## src/hdl/tcr_pkg.sv

```systemverilog
// ----------------------------------------------------------------------------
// tcr_pkg
// Shared types and codes of the touch coordinate remapper: register indexes,
// flag bit positions, result status codes and the per-axis setup bundle.
// ----------------------------------------------------------------------------
`default_nettype none

package tcr_pkg;

	// configuration register indexes
	localparam logic [2:0] CFG_SRC_X = 3'd0;
	localparam logic [2:0] CFG_SRC_Y = 3'd1;
	localparam logic [2:0] CFG_DST_X = 3'd2;
	localparam logic [2:0] CFG_DST_Y = 3'd3;
	localparam logic [2:0] CFG_SRC_FLAGS = 3'd4;
	localparam logic [2:0] CFG_DST_FLAGS = 3'd5;

	// flag bit positions
	localparam int FLAG_HORZ = 0;
	localparam int FLAG_VERT = 1;
	localparam int FLAG_SWAP = 2;
	localparam int FLAG_USED = 3;

	// result status
	typedef enum logic [1:0] {
		ST_OK    = 2'd0,
		ST_OFF   = 2'd1,
		ST_RANGE = 2'd2
	} status_t;

	// static setup of one axis, taken from the configuration registers
	typedef struct packed {
		logic signed [15:0] src_lo;
		logic signed [15:0] src_hi;
		logic signed [15:0] dst_lo;
		logic signed [15:0] dst_hi;
		logic               flip;
	} axis_cfg_t;

endpackage

`default_nettype wire

```

## src/hdl/tcr_div_stage.sv

```systemverilog
// ----------------------------------------------------------------------------
// tcr_div_stage
// One registered step of the restoring divider: settles one quotient bit.
// ----------------------------------------------------------------------------
`default_nettype none

module tcr_div_stage #(
	parameter int W   = 26,
	parameter int FW  = 10,
	parameter int BIT = 0
) (
	input  logic          clk,
	input  logic          arst_n,
	input  logic          vld,
	input  logic          ok,
	input  logic [W-1:0]  rem,
	input  logic [FW-1:0] quo,
	input  logic [15:0]   span,
	output logic          vld_q,
	output logic          ok_q,
	output logic [W-1:0]  rem_q,
	output logic [FW-1:0] quo_q
);

	logic [W-1:0] dsh;
	logic         ge;

	// trial subtract of the divisor aligned to this bit
	assign dsh = W'(span) << BIT;
	assign ge  = (rem >= dsh);

	always_ff @(posedge clk or negedge arst_n) begin
		if (!arst_n) begin
			vld_q <= 1'b0;
		end else begin
			vld_q <= vld;
		end
	end

	always_ff @(posedge clk) begin
		ok_q  <= ok;
		rem_q <= ge ? (rem - dsh) : rem;
		quo_q <= quo | (FW'(ge) << BIT);
	end

endmodule

`default_nettype wire

```

## src/hdl/tcr_axis.sv

```systemverilog
// ----------------------------------------------------------------------------
// tcr_axis
// Pipeline of one axis: range check, fraction by a bit-per-stage divider,
// orientation flip, scaling into the screen span with a reciprocal divide.
// ----------------------------------------------------------------------------
`default_nettype none

module tcr_axis import tcr_pkg::*; #(
	parameter int SCALE_STEPS = 1000
) (
	input  logic               clk,
	input  logic               arst_n,
	input  logic               take,
	input  logic signed [15:0] v,
	input  axis_cfg_t          cfg,
	output logic               res_vld,
	output logic signed [15:0] res,
	output logic               res_bad
);

	localparam int FW = $clog2(SCALE_STEPS + 1);  // fraction bits
	localparam int W  = FW + 16;                   // product / numerator bits
	localparam logic [FW-1:0] STEPS = FW'(SCALE_STEPS);
	// floor(2^W / steps); error of the estimate stays below one
	localparam logic [W-1:0] RECIP = W'((64'd1 << W) / 64'(SCALE_STEPS));

	// the user must keep the spans static while items are in flight; the block does not enforce it
	logic [15:0] src_span;
	logic [15:0] dst_span;
	logic        dst_ok;

	assign src_span = 16'(cfg.src_hi - cfg.src_lo);
	assign dst_span = 16'(cfg.dst_hi - cfg.dst_lo);
	assign dst_ok   = (cfg.dst_hi > cfg.dst_lo);

	// stage 1: range check and offset from the panel minimum
	logic               ok_w;
	logic signed [16:0] rel_w;

	assign ok_w  = (v >= cfg.src_lo) && (v <= cfg.src_hi) && (cfg.src_hi > cfg.src_lo);
	assign rel_w = 17'(v) - 17'(cfg.src_lo);

	logic        vld_s1, ok_s1;
	logic [15:0] rel_s1;

	// stage 2: numerator
	logic         vld_s2, ok_s2;
	logic [W-1:0] num_s2;

	// divider chain
	logic          vld_d [FW+1];
	logic          ok_d  [FW+1];
	logic [W-1:0]  rem_d [FW];
	logic [FW-1:0] quo_d [FW+1];

	// stages after the divider
	logic          vld_s3, vld_s4, vld_s5, vld_s6, vld_s7, vld_s8;
	logic          ok_s3, ok_s4, ok_s5, ok_s6, ok_s7;
	logic [FW-1:0] frac_s3;
	logic [W-1:0]  prod_s4, prod_s5, prod_s6;
	logic [15:0]   qe_s5, qe_s6, q_s7;
	logic [W-1:0]  qs_s6;
	logic signed [15:0] res_s8;
	logic          bad_s8;

	logic [2*W-1:0]     est_w;
	logic [W-1:0]       rem_w;
	logic signed [16:0] o_w;

	assign est_w = (2*W)'(prod_s4) * (2*W)'(RECIP);
	assign rem_w = prod_s6 - qs_s6;
	assign o_w   = 17'(cfg.dst_lo) + $signed({1'b0, q_s7});

	// valid bits
	always_ff @(posedge clk or negedge arst_n) begin
		if (!arst_n) begin
			vld_s1 <= 1'b0;
			vld_s2 <= 1'b0;
			vld_s3 <= 1'b0;
			vld_s4 <= 1'b0;
			vld_s5 <= 1'b0;
			vld_s6 <= 1'b0;
			vld_s7 <= 1'b0;
			vld_s8 <= 1'b0;
		end else begin
			vld_s1 <= take;
			vld_s2 <= vld_s1;
			vld_s3 <= vld_d[FW];
			vld_s4 <= vld_s3;
			vld_s5 <= vld_s4;
			vld_s6 <= vld_s5;
			vld_s7 <= vld_s6;
			vld_s8 <= vld_s7;
		end
	end

	// datapath registers
	always_ff @(posedge clk) begin
		ok_s1   <= ok_w;
		rel_s1  <= rel_w[15:0];

		ok_s2   <= ok_s1;
		num_s2  <= W'(rel_s1) * W'(STEPS);

		// flip the fraction when orientations differ
		ok_s3   <= ok_d[FW];
		frac_s3 <= cfg.flip ? (STEPS - quo_d[FW]) : quo_d[FW];

		ok_s4   <= ok_s3;
		prod_s4 <= W'(frac_s3) * W'(dst_span);

		// quotient estimate, low by at most one
		ok_s5   <= ok_s4;
		prod_s5 <= prod_s4;
		qe_s5   <= est_w[W +: 16];

		ok_s6   <= ok_s5;
		prod_s6 <= prod_s5;
		qe_s6   <= qe_s5;
		qs_s6   <= W'(qe_s5) * W'(STEPS);

		// correction step
		ok_s7   <= ok_s6;
		q_s7    <= qe_s6 + 16'(rem_w >= W'(STEPS));

		// place into screen range; minus one counts as out of range
		res_s8  <= o_w[15:0];
		bad_s8  <= !ok_s7 || !dst_ok || (o_w[15:0] == 16'hFFFF);
	end

	assign vld_d[0] = vld_s2;
	assign ok_d[0]  = ok_s2;
	assign rem_d[0] = num_s2;
	assign quo_d[0] = '0;

	// one quotient bit per stage, most significant first
	for (genvar k = 0; k < FW; k++) begin : g_div
		if (k < FW - 1) begin : g_mid
			tcr_div_stage #(.W(W), .FW(FW), .BIT(FW - 1 - k)) u_stage (
				.clk   (clk),
				.arst_n(arst_n),
				.vld   (vld_d[k]),
				.ok    (ok_d[k]),
				.rem   (rem_d[k]),
				.quo   (quo_d[k]),
				.span  (src_span),
				.vld_q (vld_d[k+1]),
				.ok_q  (ok_d[k+1]),
				.rem_q (rem_d[k+1]),
				.quo_q (quo_d[k+1])
			);
		end else begin : g_last
			tcr_div_stage #(.W(W), .FW(FW), .BIT(FW - 1 - k)) u_stage (
				.clk   (clk),
				.arst_n(arst_n),
				.vld   (vld_d[k]),
				.ok    (ok_d[k]),
				.rem   (rem_d[k]),
				.quo   (quo_d[k]),
				.span  (src_span),
				.vld_q (vld_d[k+1]),
				.ok_q  (ok_d[k+1]),
				.rem_q (),
				.quo_q (quo_d[k+1])
			);
		end
	end

	assign res_vld = vld_s8;
	assign res     = res_s8;
	assign res_bad = bad_s8;

endmodule

`default_nettype wire

```

## src/hdl/touch_coordinate_remapper_core.sv

```systemverilog
// ----------------------------------------------------------------------------
// touch_coordinate_remapper_core
// Maps a raw panel touch point onto screen coordinates, one point per cycle.
//
// Channel   Direction  Signals                    Transfer
// input     in         start, busy, x_in, y_in    edge with start high, busy low
// result    out        done, x_out, y_out, status one cycle with done high
// config    in         cfg_we, cfg_idx, cfg_wdata edge with cfg_we high
//
// A point is taken every cycle; busy stays low. Each result passes through
// the input register, the numerator register, the fraction divider with
// one quotient bit per stage and the back stages to the output register.
// Reset clears the valid bits and the configuration registers and empties the pipeline; no clearing pass.
// The receiver takes every result as it appears, so nothing stalls.
// ----------------------------------------------------------------------------
`default_nettype none

module touch_coordinate_remapper_core import tcr_pkg::*; #(
	parameter int SCALE_STEPS = 1000
) (
	input  logic               clk,
	input  logic               arst_n,
	input  logic               start,
	output logic               busy,
	input  logic signed [15:0] x_in,
	input  logic signed [15:0] y_in,
	output logic               done,
	output logic signed [15:0] x_out,
	output logic signed [15:0] y_out,
	output logic [1:0]         status,
	input  logic               cfg_we,
	input  logic [2:0]         cfg_idx,
	input  logic [31:0]        cfg_wdata
);

	logic [31:0] src_x_q, src_y_q, dst_x_q, dst_y_q;
	logic [3:0]  src_flags_q, dst_flags_q;

	// configuration writes
	always_ff @(posedge clk or negedge arst_n) begin
		if (!arst_n) begin
			src_x_q     <= '0;
			src_y_q     <= '0;
			dst_x_q     <= '0;
			dst_y_q     <= '0;
			src_flags_q <= '0;
			dst_flags_q <= '0;
		end else if (cfg_we) begin
			unique case (cfg_idx)
				CFG_SRC_X:     src_x_q     <= cfg_wdata;
				CFG_SRC_Y:     src_y_q     <= cfg_wdata;
				CFG_DST_X:     dst_x_q     <= cfg_wdata;
				CFG_DST_Y:     dst_y_q     <= cfg_wdata;
				CFG_SRC_FLAGS: src_flags_q <= cfg_wdata[3:0];
				CFG_DST_FLAGS: dst_flags_q <= cfg_wdata[3:0];
				default: ;
			endcase
		end
	end

	// per-axis setup
	logic [3:0] diff;
	axis_cfg_t  cfg_x, cfg_y;
	logic       take;

	assign diff = src_flags_q ^ dst_flags_q;

	assign cfg_x = '{src_lo: src_x_q[15:0], src_hi: src_x_q[31:16],
	                 dst_lo: dst_x_q[15:0], dst_hi: dst_x_q[31:16],
	                 flip: diff[FLAG_HORZ]};
	assign cfg_y = '{src_lo: src_y_q[15:0], src_hi: src_y_q[31:16],
	                 dst_lo: dst_y_q[15:0], dst_hi: dst_y_q[31:16],
	                 flip: diff[FLAG_VERT]};

	// fully pipelined: a point is taken on every cycle
	assign busy = 1'b0;
	assign take = start && !busy;

	logic               vx, vy, bad_x, bad_y;
	logic signed [15:0] ox, oy;

	tcr_axis #(.SCALE_STEPS(SCALE_STEPS)) u_axis_x (
		.clk    (clk),
		.arst_n (arst_n),
		.take   (take),
		.v      (x_in),
		.cfg    (cfg_x),
		.res_vld(vx),
		.res    (ox),
		.res_bad(bad_x)
	);

	tcr_axis #(.SCALE_STEPS(SCALE_STEPS)) u_axis_y (
		.clk    (clk),
		.arst_n (arst_n),
		.take   (take),
		.v      (y_in),
		.cfg    (cfg_y),
		.res_vld(vy),
		.res    (oy),
		.res_bad(bad_y)
	);

	// status, field zeroing and axis swap
	logic               in_use;
	status_t            status_w;
	logic signed [15:0] xr_w, yr_w;

	assign in_use = src_flags_q[FLAG_USED] && dst_flags_q[FLAG_USED];

	always_comb begin
		status_w = ST_OK;
		xr_w     = '0;
		yr_w     = '0;
		priority if (!in_use) begin
			status_w = ST_OFF;
		end else if (bad_x || bad_y) begin
			status_w = ST_RANGE;
		end else if (diff[FLAG_SWAP]) begin
			xr_w = oy;
			yr_w = ox;
		end else begin
			xr_w = ox;
			yr_w = oy;
		end
	end

	logic               done_q;
	status_t            status_q;
	logic signed [15:0] x_q, y_q;

	always_ff @(posedge clk or negedge arst_n) begin
		if (!arst_n) begin
			done_q <= 1'b0;
		end else begin
			done_q <= vx && vy;
		end
	end

	always_ff @(posedge clk) begin
		status_q <= status_w;
		x_q      <= xr_w;
		y_q      <= yr_w;
	end

	assign done   = done_q;
	assign x_out  = x_q;
	assign y_out  = y_q;
	assign status = status_q;

endmodule

`default_nettype wire

```

## config.mk

```make
export PLATFORM = sky130hd
export DESIGN_NAME = touch_coordinate_remapper_core
export DESIGN_NICKNAME = d
export VERILOG_FILES = /design/src/hdl/tcr_pkg.sv /design/src/hdl/tcr_div_stage.sv /design/src/hdl/tcr_axis.sv /design/src/hdl/touch_coordinate_remapper_core.sv
export SDC_FILE = /design/constraint.sdc
export NUM_CORES = 2
export LEC_CHECK = 0
export BUFFER_PORTS_ARGS = -buffer_cell sky130_fd_sc_hd__buf_4
export CAP_MARGIN = 20
export CORE_MARGIN = 10
export CORE_UTILIZATION = 55
export DETAILED_ROUTE_END_ITERATION = 10
export HOLD_SLACK_MARGIN = 0.15
export PLACE_DENSITY = 0.79
export SLEW_MARGIN = 20
export SYNTH_ARGS = -nofsm -noshare
export SYNTH_HDL_FRONTEND = slang
export SYNTH_SLANG_ARGS = --single-unit
```

## constraint.sdc

```tcl
create_clock -name clk -period 9.07 [get_ports clk]
set_input_delay 0.907 -clock clk [delete_from_list [all_inputs] [get_ports clk]]
set_output_delay 0.907 -clock clk [all_outputs]
set_load 0.01 [all_outputs]
```

---- Word-level counts from Yosys, hierarchy flattened ----
Index checks and enable logic that the tools add are counted.
word-level totals
  bits in registers ....................... 1303
  logic and storage cells ................. 268
operators by class
  reductions and logical operators ........ 22
  add/sub/neg operators ................... 32
  bitwise operators ....................... 20
  order comparisons ....................... 30
  multiply operators ...................... 8
  eq/ne operators ......................... 7
  multiplexer cells ....................... 23
operators with widths
  cell                    count
  $mux 26                 18
  $sub 16x16->16          6
  $mul 16x7->23 const B   4
  $mul 26x15->40 const B  2
  $gt 16x16->1            4
  $ge 26x10->1 const B    2
  $ge 26x16->1            2
  $ge 26x17->1            2
  $ge 26x18->1            2
  $ge 26x19->1            2
  $ge 26x20->1            2
  $ge 26x21->1            2
  $ge 26x22->1            2
  $ge 26x23->1            2
  $ge 26x24->1            2
  $ge 26x25->1            2
  $mul 10x16->26          2
  $sub 26x17->26          2
  $sub 26x18->26          2
  $sub 26x19->26          2
  $sub 26x20->26          2
  $sub 26x21->26          2
  $sub 26x22->26          2
  $sub 26x23->26          2
  32 further kinds        70

---- Longest topological paths before layout ----
  depth after elaboration ................. 4
  mapped depth ............................ 32

---- Hierarchy ----
From an unflattened synthesis, not the netlist that was laid out.
unflattened totals
  cells, all modules ...................... 9865
  area total of the unflattened synthesis .. 94702.1 um^2
modules (own cells, without submodules)
  module                                                 times used  area each (um^2)  cells each  seq. area each (um^2)
  tcr_axis at u_axis_y                                   1           23988.0           2476        4484.3
  tcr_axis at u_axis_x                                   1           23835.4           2449        4484.3
  touch_coordinate_remapper_core                         1           6372.4            444         4108.9
  tcr_div_stage at u_axis_x.g_div[8].g_mid.u_stage ...   2           2138.3            249         765.7
  tcr_div_stage at u_axis_x.g_div[7].g_mid.u_stage ...   2           2133.3            245         765.7
  tcr_div_stage at u_axis_x.g_div[9].g_last.u_stage ...  2           2117.0            230         765.7
  tcr_div_stage at u_axis_x.g_div[3].g_mid.u_stage ...   2           2062.0            246         765.7
  tcr_div_stage at u_axis_x.g_div[5].g_mid.u_stage ...   2           2028.2            228         765.7
  tcr_div_stage at u_axis_x.g_div[4].g_mid.u_stage ...   2           2023.2            228         765.7
  tcr_div_stage at u_axis_x.g_div[6].g_mid.u_stage ...   2           2019.4            214         765.7
  tcr_div_stage at u_axis_x.g_div[0].g_mid.u_stage ...   2           1943.1            196         765.7
  tcr_div_stage at u_axis_x.g_div[1].g_mid.u_stage ...   2           1911.8            210         765.7
  tcr_div_stage at u_axis_x.g_div[2].g_mid.u_stage ...   2           1876.8            202         765.7

---- Worst setup path after synthesis ----
Ideal clock, no wire load.
  kind .................................... register to register
  start point ............................. register dst_y_q[0]
  end point ............................... register u_axis_y.prod_s4[25]
  arrival time ............................ 7.307 ns
  clock period less this slack ............ 7.379 ns
  stages on the path, launching flop included .. 30
  required time ........................... 8.998 ns
  setup slack ............................. 1.691 ns
  cells stage by stage .................... dfrtp_1 > ha_1 > fa_1 > nor2b_1 > o21ai_1 > a21boi_1 > o21ai_0 > a21boi_1 > o21ai_1 > a21boi_0 > nor2_1 > o311ai_1 > and2_1 > fa_1 > fa_1 > fa_1 > fa_1 > inv_1 > fa_1 > inv_1 > ha_1 > a21o_1 > a21o_1 > a21oi_1 > o21ai_0 > a41o_1 > o41ai_1 > o2111ai_1 > a21oi_1 > xor2_1
between the ends
  word-level cells in the longest chain between the ends .. 2
ends and longest elaborated chain
  what                    line                                  RTL
  start, declared         touch_coordinate_remapper_core.sv:36  logic [31:0] src_x_q, src_y_q, dst_x_q, dst_y_q;
  start signal, assigned  touch_coordinate_remapper_core.sv:53  CFG_DST_Y: dst_y_q <= cfg_wdata;
  $sub 16x16->16          tcr_axis.sv:33                        assign dst_span = 16'(cfg.dst_hi - cfg.dst_lo);
  $mul 10x16->26          tcr_axis.sv:110                       prod_s4 <= W'(frac_s3) * W'(dst_span);
  end signal, assigned    tcr_axis.sv:110
  end, declared           tcr_axis.sv:60                        logic [W-1:0] prod_s4, prod_s5, prod_s6;
No other way between the ends.
A chain may end at the register's enable or synchronous reset.

---- Worst setup path in the final report ----
  start point ............................. register dst_y_q[1]
  end point ............................... register u_axis_y.prod_s4[25]
The elaborated chain is that of the path after synthesis.

==> metrics.md <==
| Metric | Value |
|---|---|
| Largest family of logic cells by synthesized area | `adder cells` |
| Area grow syn2layout | `9.379%` |
| Least-Margin Pin Slew | `1.113 ns` |
| Register area share after synthesis | `28.93%` |
| Drt wl/cell | `17.84 µm` |
| Number of buffers created by CTS | `121` |
| Final period util | `89.24%` |
| Gr usage total | `23.29%` |
| First-pass GRT wire length | `322,700 µm` |
| Synth Area in XOR/XNOR | `6.256%` |
| Hold slack | `0.1722 ns` |
| Post-synth net total | `10,680` |
| Filler cells | `12,250` |
| Clock transition at path regs | `0.06 ns` |
| Minimum clock period | `8.094 ns` |
| Clk Latency, worst-skew pair | `0.81 ns` |
| Vias per Instance | `5.613` |
| Postcts setup bufs | `0` |
| Max frequency | `123.5 MHz` |
| TNS Setup | `0 ns` |
| Die area | `167,700 µm²` |
| Core Box Area | `150,300 µm²` |
| Yosys cell types | `95` |
| Yosys reg bits | `1,167` |
| Post-synth EDFFs | `0` |
| Most frequent cells in the layout | `1,212 x inv_1, 1,210 x ha_1, 1,012 x dfxtp_1, 697 x nand2_1, 582 x fa_1` |
| Most used flip-flop cell after synthesis | `dfxtp_1` |
| Number of setup violations in the final report | `0` |
| DIE WIDTH | `409.5 µm` |
| # Max-Cap Violations | `0` |
| Crit Path Category | `reg -> reg` |
| # placed instances | `10,870` |
| CTS tree | `done` |
| Synth Area in Adders | `32.11%` |
| Crit-path max FO | `10` |
| Antenna viol nets, final | `0` |
| Ys async rst share | `13.28%` |
| Synth area leader | `dfxtp_1` |
| Port bufs | `105` |
| Grt ovf | `0` |
| DRT Pass-1 Iters | `5` |
| Worst hold path type | `in -> async` |
| Die span in y | `409.5 µm` |
| Cts hold-fix bufs | `0` |
| Routed wire length | `198,100 µm` |
| Initial core utilization | `55.51%` |
| Cells after synthesis | `8,816` |
| Skew final | `0.08358 ns` |
| Synth warnings | `0` |
| Unrepaired setup endpoints after global routing | `no` |
| Root buf cell | `clkbuf_16` |
| Gpl congestion | `0.9322` |
| Layout Nets | `10,840` |
| Clock Sinks | `1,167` |
| Post_cts resized | `0` |
| Mux cell area share after synthesis | `1.878%` |
| H-Tree Depth | `3` |
| Initial antenna violation count | `17` |
| Synth top area cells | `dfxtp_1 24%, ha_1 18%, fa_1 14%` |
| Share of cells above drive strength 1 | `6.351%` |
| Setup crit start kind | `register` |
| Crit. End Element | `register` |
| Vias in the first global route | `63,480` |
| Clock Path Buffers | `3` |
| Slowest stage delay, CP | `0.58 ns` |
| Hpwl dp | `154,400 µm` |
| Final Hold Viols | `0` |
| R2R cell count | `29` |
| Fin cells | `11,100` |
| Post-Syn Area per Cell | `9.464 µm²` |
| Vias | `62,320` |
| Max-slew violations | `0` |
| Max transition margin | `25.26%` |
| Critical Path AT | `8.76 ns` |
| Largest net degree at the start of global routing | `87` |
| Synthesized area | `83,430 µm²` |
| # rows | `142` |
| DRC viols | `0` |
| CP max stage cell | `o41ai_1` |
| Post-Synth Simple-Gate Area | `12.22%` |
| Commonest non-fill, non-tap cell in the layout | `inv_1` |
| Critical Path RT | `9.73 ns` |
| DRT iter0 DRCs | `4,563` |
| Io pins | `107` |
| Compound-gate portion of the synthesized area | `12.53%` |
| Synth top area share | `24.28%` |
| Final core occ | `60.71%` |
| CP dominant cell by count | `fa_1` |
| Outcome | `finished, final reports clean` |
## routing by layer
metal | track usage, % | wire (µm) | vias to the layer above
met2 | 38.50 | 90630 | 1774
met1 | 30.82 | 86990 | 30070
met4 | 6.839 | 5736 | 18
met5 | 0 | 120 | -
li1 | - | - | 30080
met3 | 4.589 | 14590 | 381
## cells by family (layout without fill, tap and decap cells)
family | count (synthesis) | in the layout
multiplexers | 142 | 142
AND/OR/NAND/NOR | 2104 | 2104
XOR/XNOR | 596 | 596
buffers and inverters | 1342 | 1611
adder cells (fa/ha/maj) | 1792 | 1792
other | 1 | 3
flip-flops | 1167 | 1167
AO/OA/AOI/OAI | 1672 | 1672
## synth_stat cells, types with 33 or more instances
library cell,n
a211oi_1,37
and3_1,48
mux2_2,103
nand3_1,112
a21oi_1,510
and2_1,164
xnor2_1,376
o21bai_1,69
nand2b_1,85
fa_1,582
ha_1,1210
o21ai_0,359
nand4_1,87
o21a_1,62
o31ai_1,34
inv_1,1212
a31oi_1,44
dfrtp_1,155
nand2_1,697
xor2_1,220
nor4_1,46
nor2_1,436
a21boi_0,33
a21o_1,202
nor3_1,157
or3_1,40
dfxtp_1,1012
nor2b_1,117
clkbuf_1,109
o21ai_1,83
## metrics by stage
stage | area, µm² | worst slack, ns
5_1_grt | 91250 | 0.3645
4_1_cts | 91200 | 1.041
2_1_floorplan | 83430 | 1.691
3_3_place_gp | 86810 | 1.182
6_report | 91260 | 0.9760
3_5_place_dp | 86820 | 1.070
## sequential cells by signal (all words and copies together), names as in the netlist, 26 cells and up
name and flops:
u_axis_x.g_div.g_mid.u_stage.rem_q 210, u_axis_y.g_div.g_mid.u_stage.rem_q 210, u_axis_x.g_div.g_mid.u_stage.quo_q 45, u_axis_y.g_div.g_mid.u_stage.quo_q 45, dst_x_q 32, dst_y_q 32
src_x_q 32, src_y_q 32, u_axis_x.prod_s4 26, u_axis_y.prod_s4 26
## area by class of cell
| cell class | count | area (µm²) | area share, % |
|---|---|---|---|
| multi-input combinational | 6307 | 54410 | 59.62 |
| sequential | 1167 | 24140 | 26.45 |
| inverter | 1218 | 4572 | 5.010 |
| clock buffer | 157 | 3447 | 3.777 |
| tap | 2016 | 2522 | 2.764 |
| timing repair buffer | 163 | 1227 | 1.345 |
| clock inverter | 73 | 935.9 | 1.026 |
| antenna | 2 | 5.005 | 0.005484 |
## worst paths after layout
check	startpoint	endpoint	slack (ns)
setup / recovery	dst_y_q[1]	u_axis_y.prod_s4[25]	0.98
hold / removal	arst_n	u_axis_x.vld_s6	0.17
setup reg to reg	dst_y_q[1]	u_axis_y.prod_s4[25]	0.98
hold reg to reg	u_axis_y.g_div[3].g_mid.u_stage.ok_q	u_axis_y.g_div[4].g_mid.u_stage.ok_q	0.29
max in group asynchronous	arst_n	dst_y_q[2]	7.34
min in group clk	start	u_axis_y.vld_s1	0.24
## critical path: cells and delay by family, from the launching register on
kind | cells | cell delay [ns]
AO/OA/AOI/OAI | 15 | 3.21
adder cells (fa/ha/maj) | 7 | 3.13
AND/OR/NAND/NOR | 3 | 0.87
flip-flops | 1 | 0.42
buffers and inverters | 3 | 0.20
XOR/XNOR | 1 | 0.17
Power is left out: the tool's default activity adds up to more than one toggle a clock period on the data nets, which glitch-free logic cannot reach.
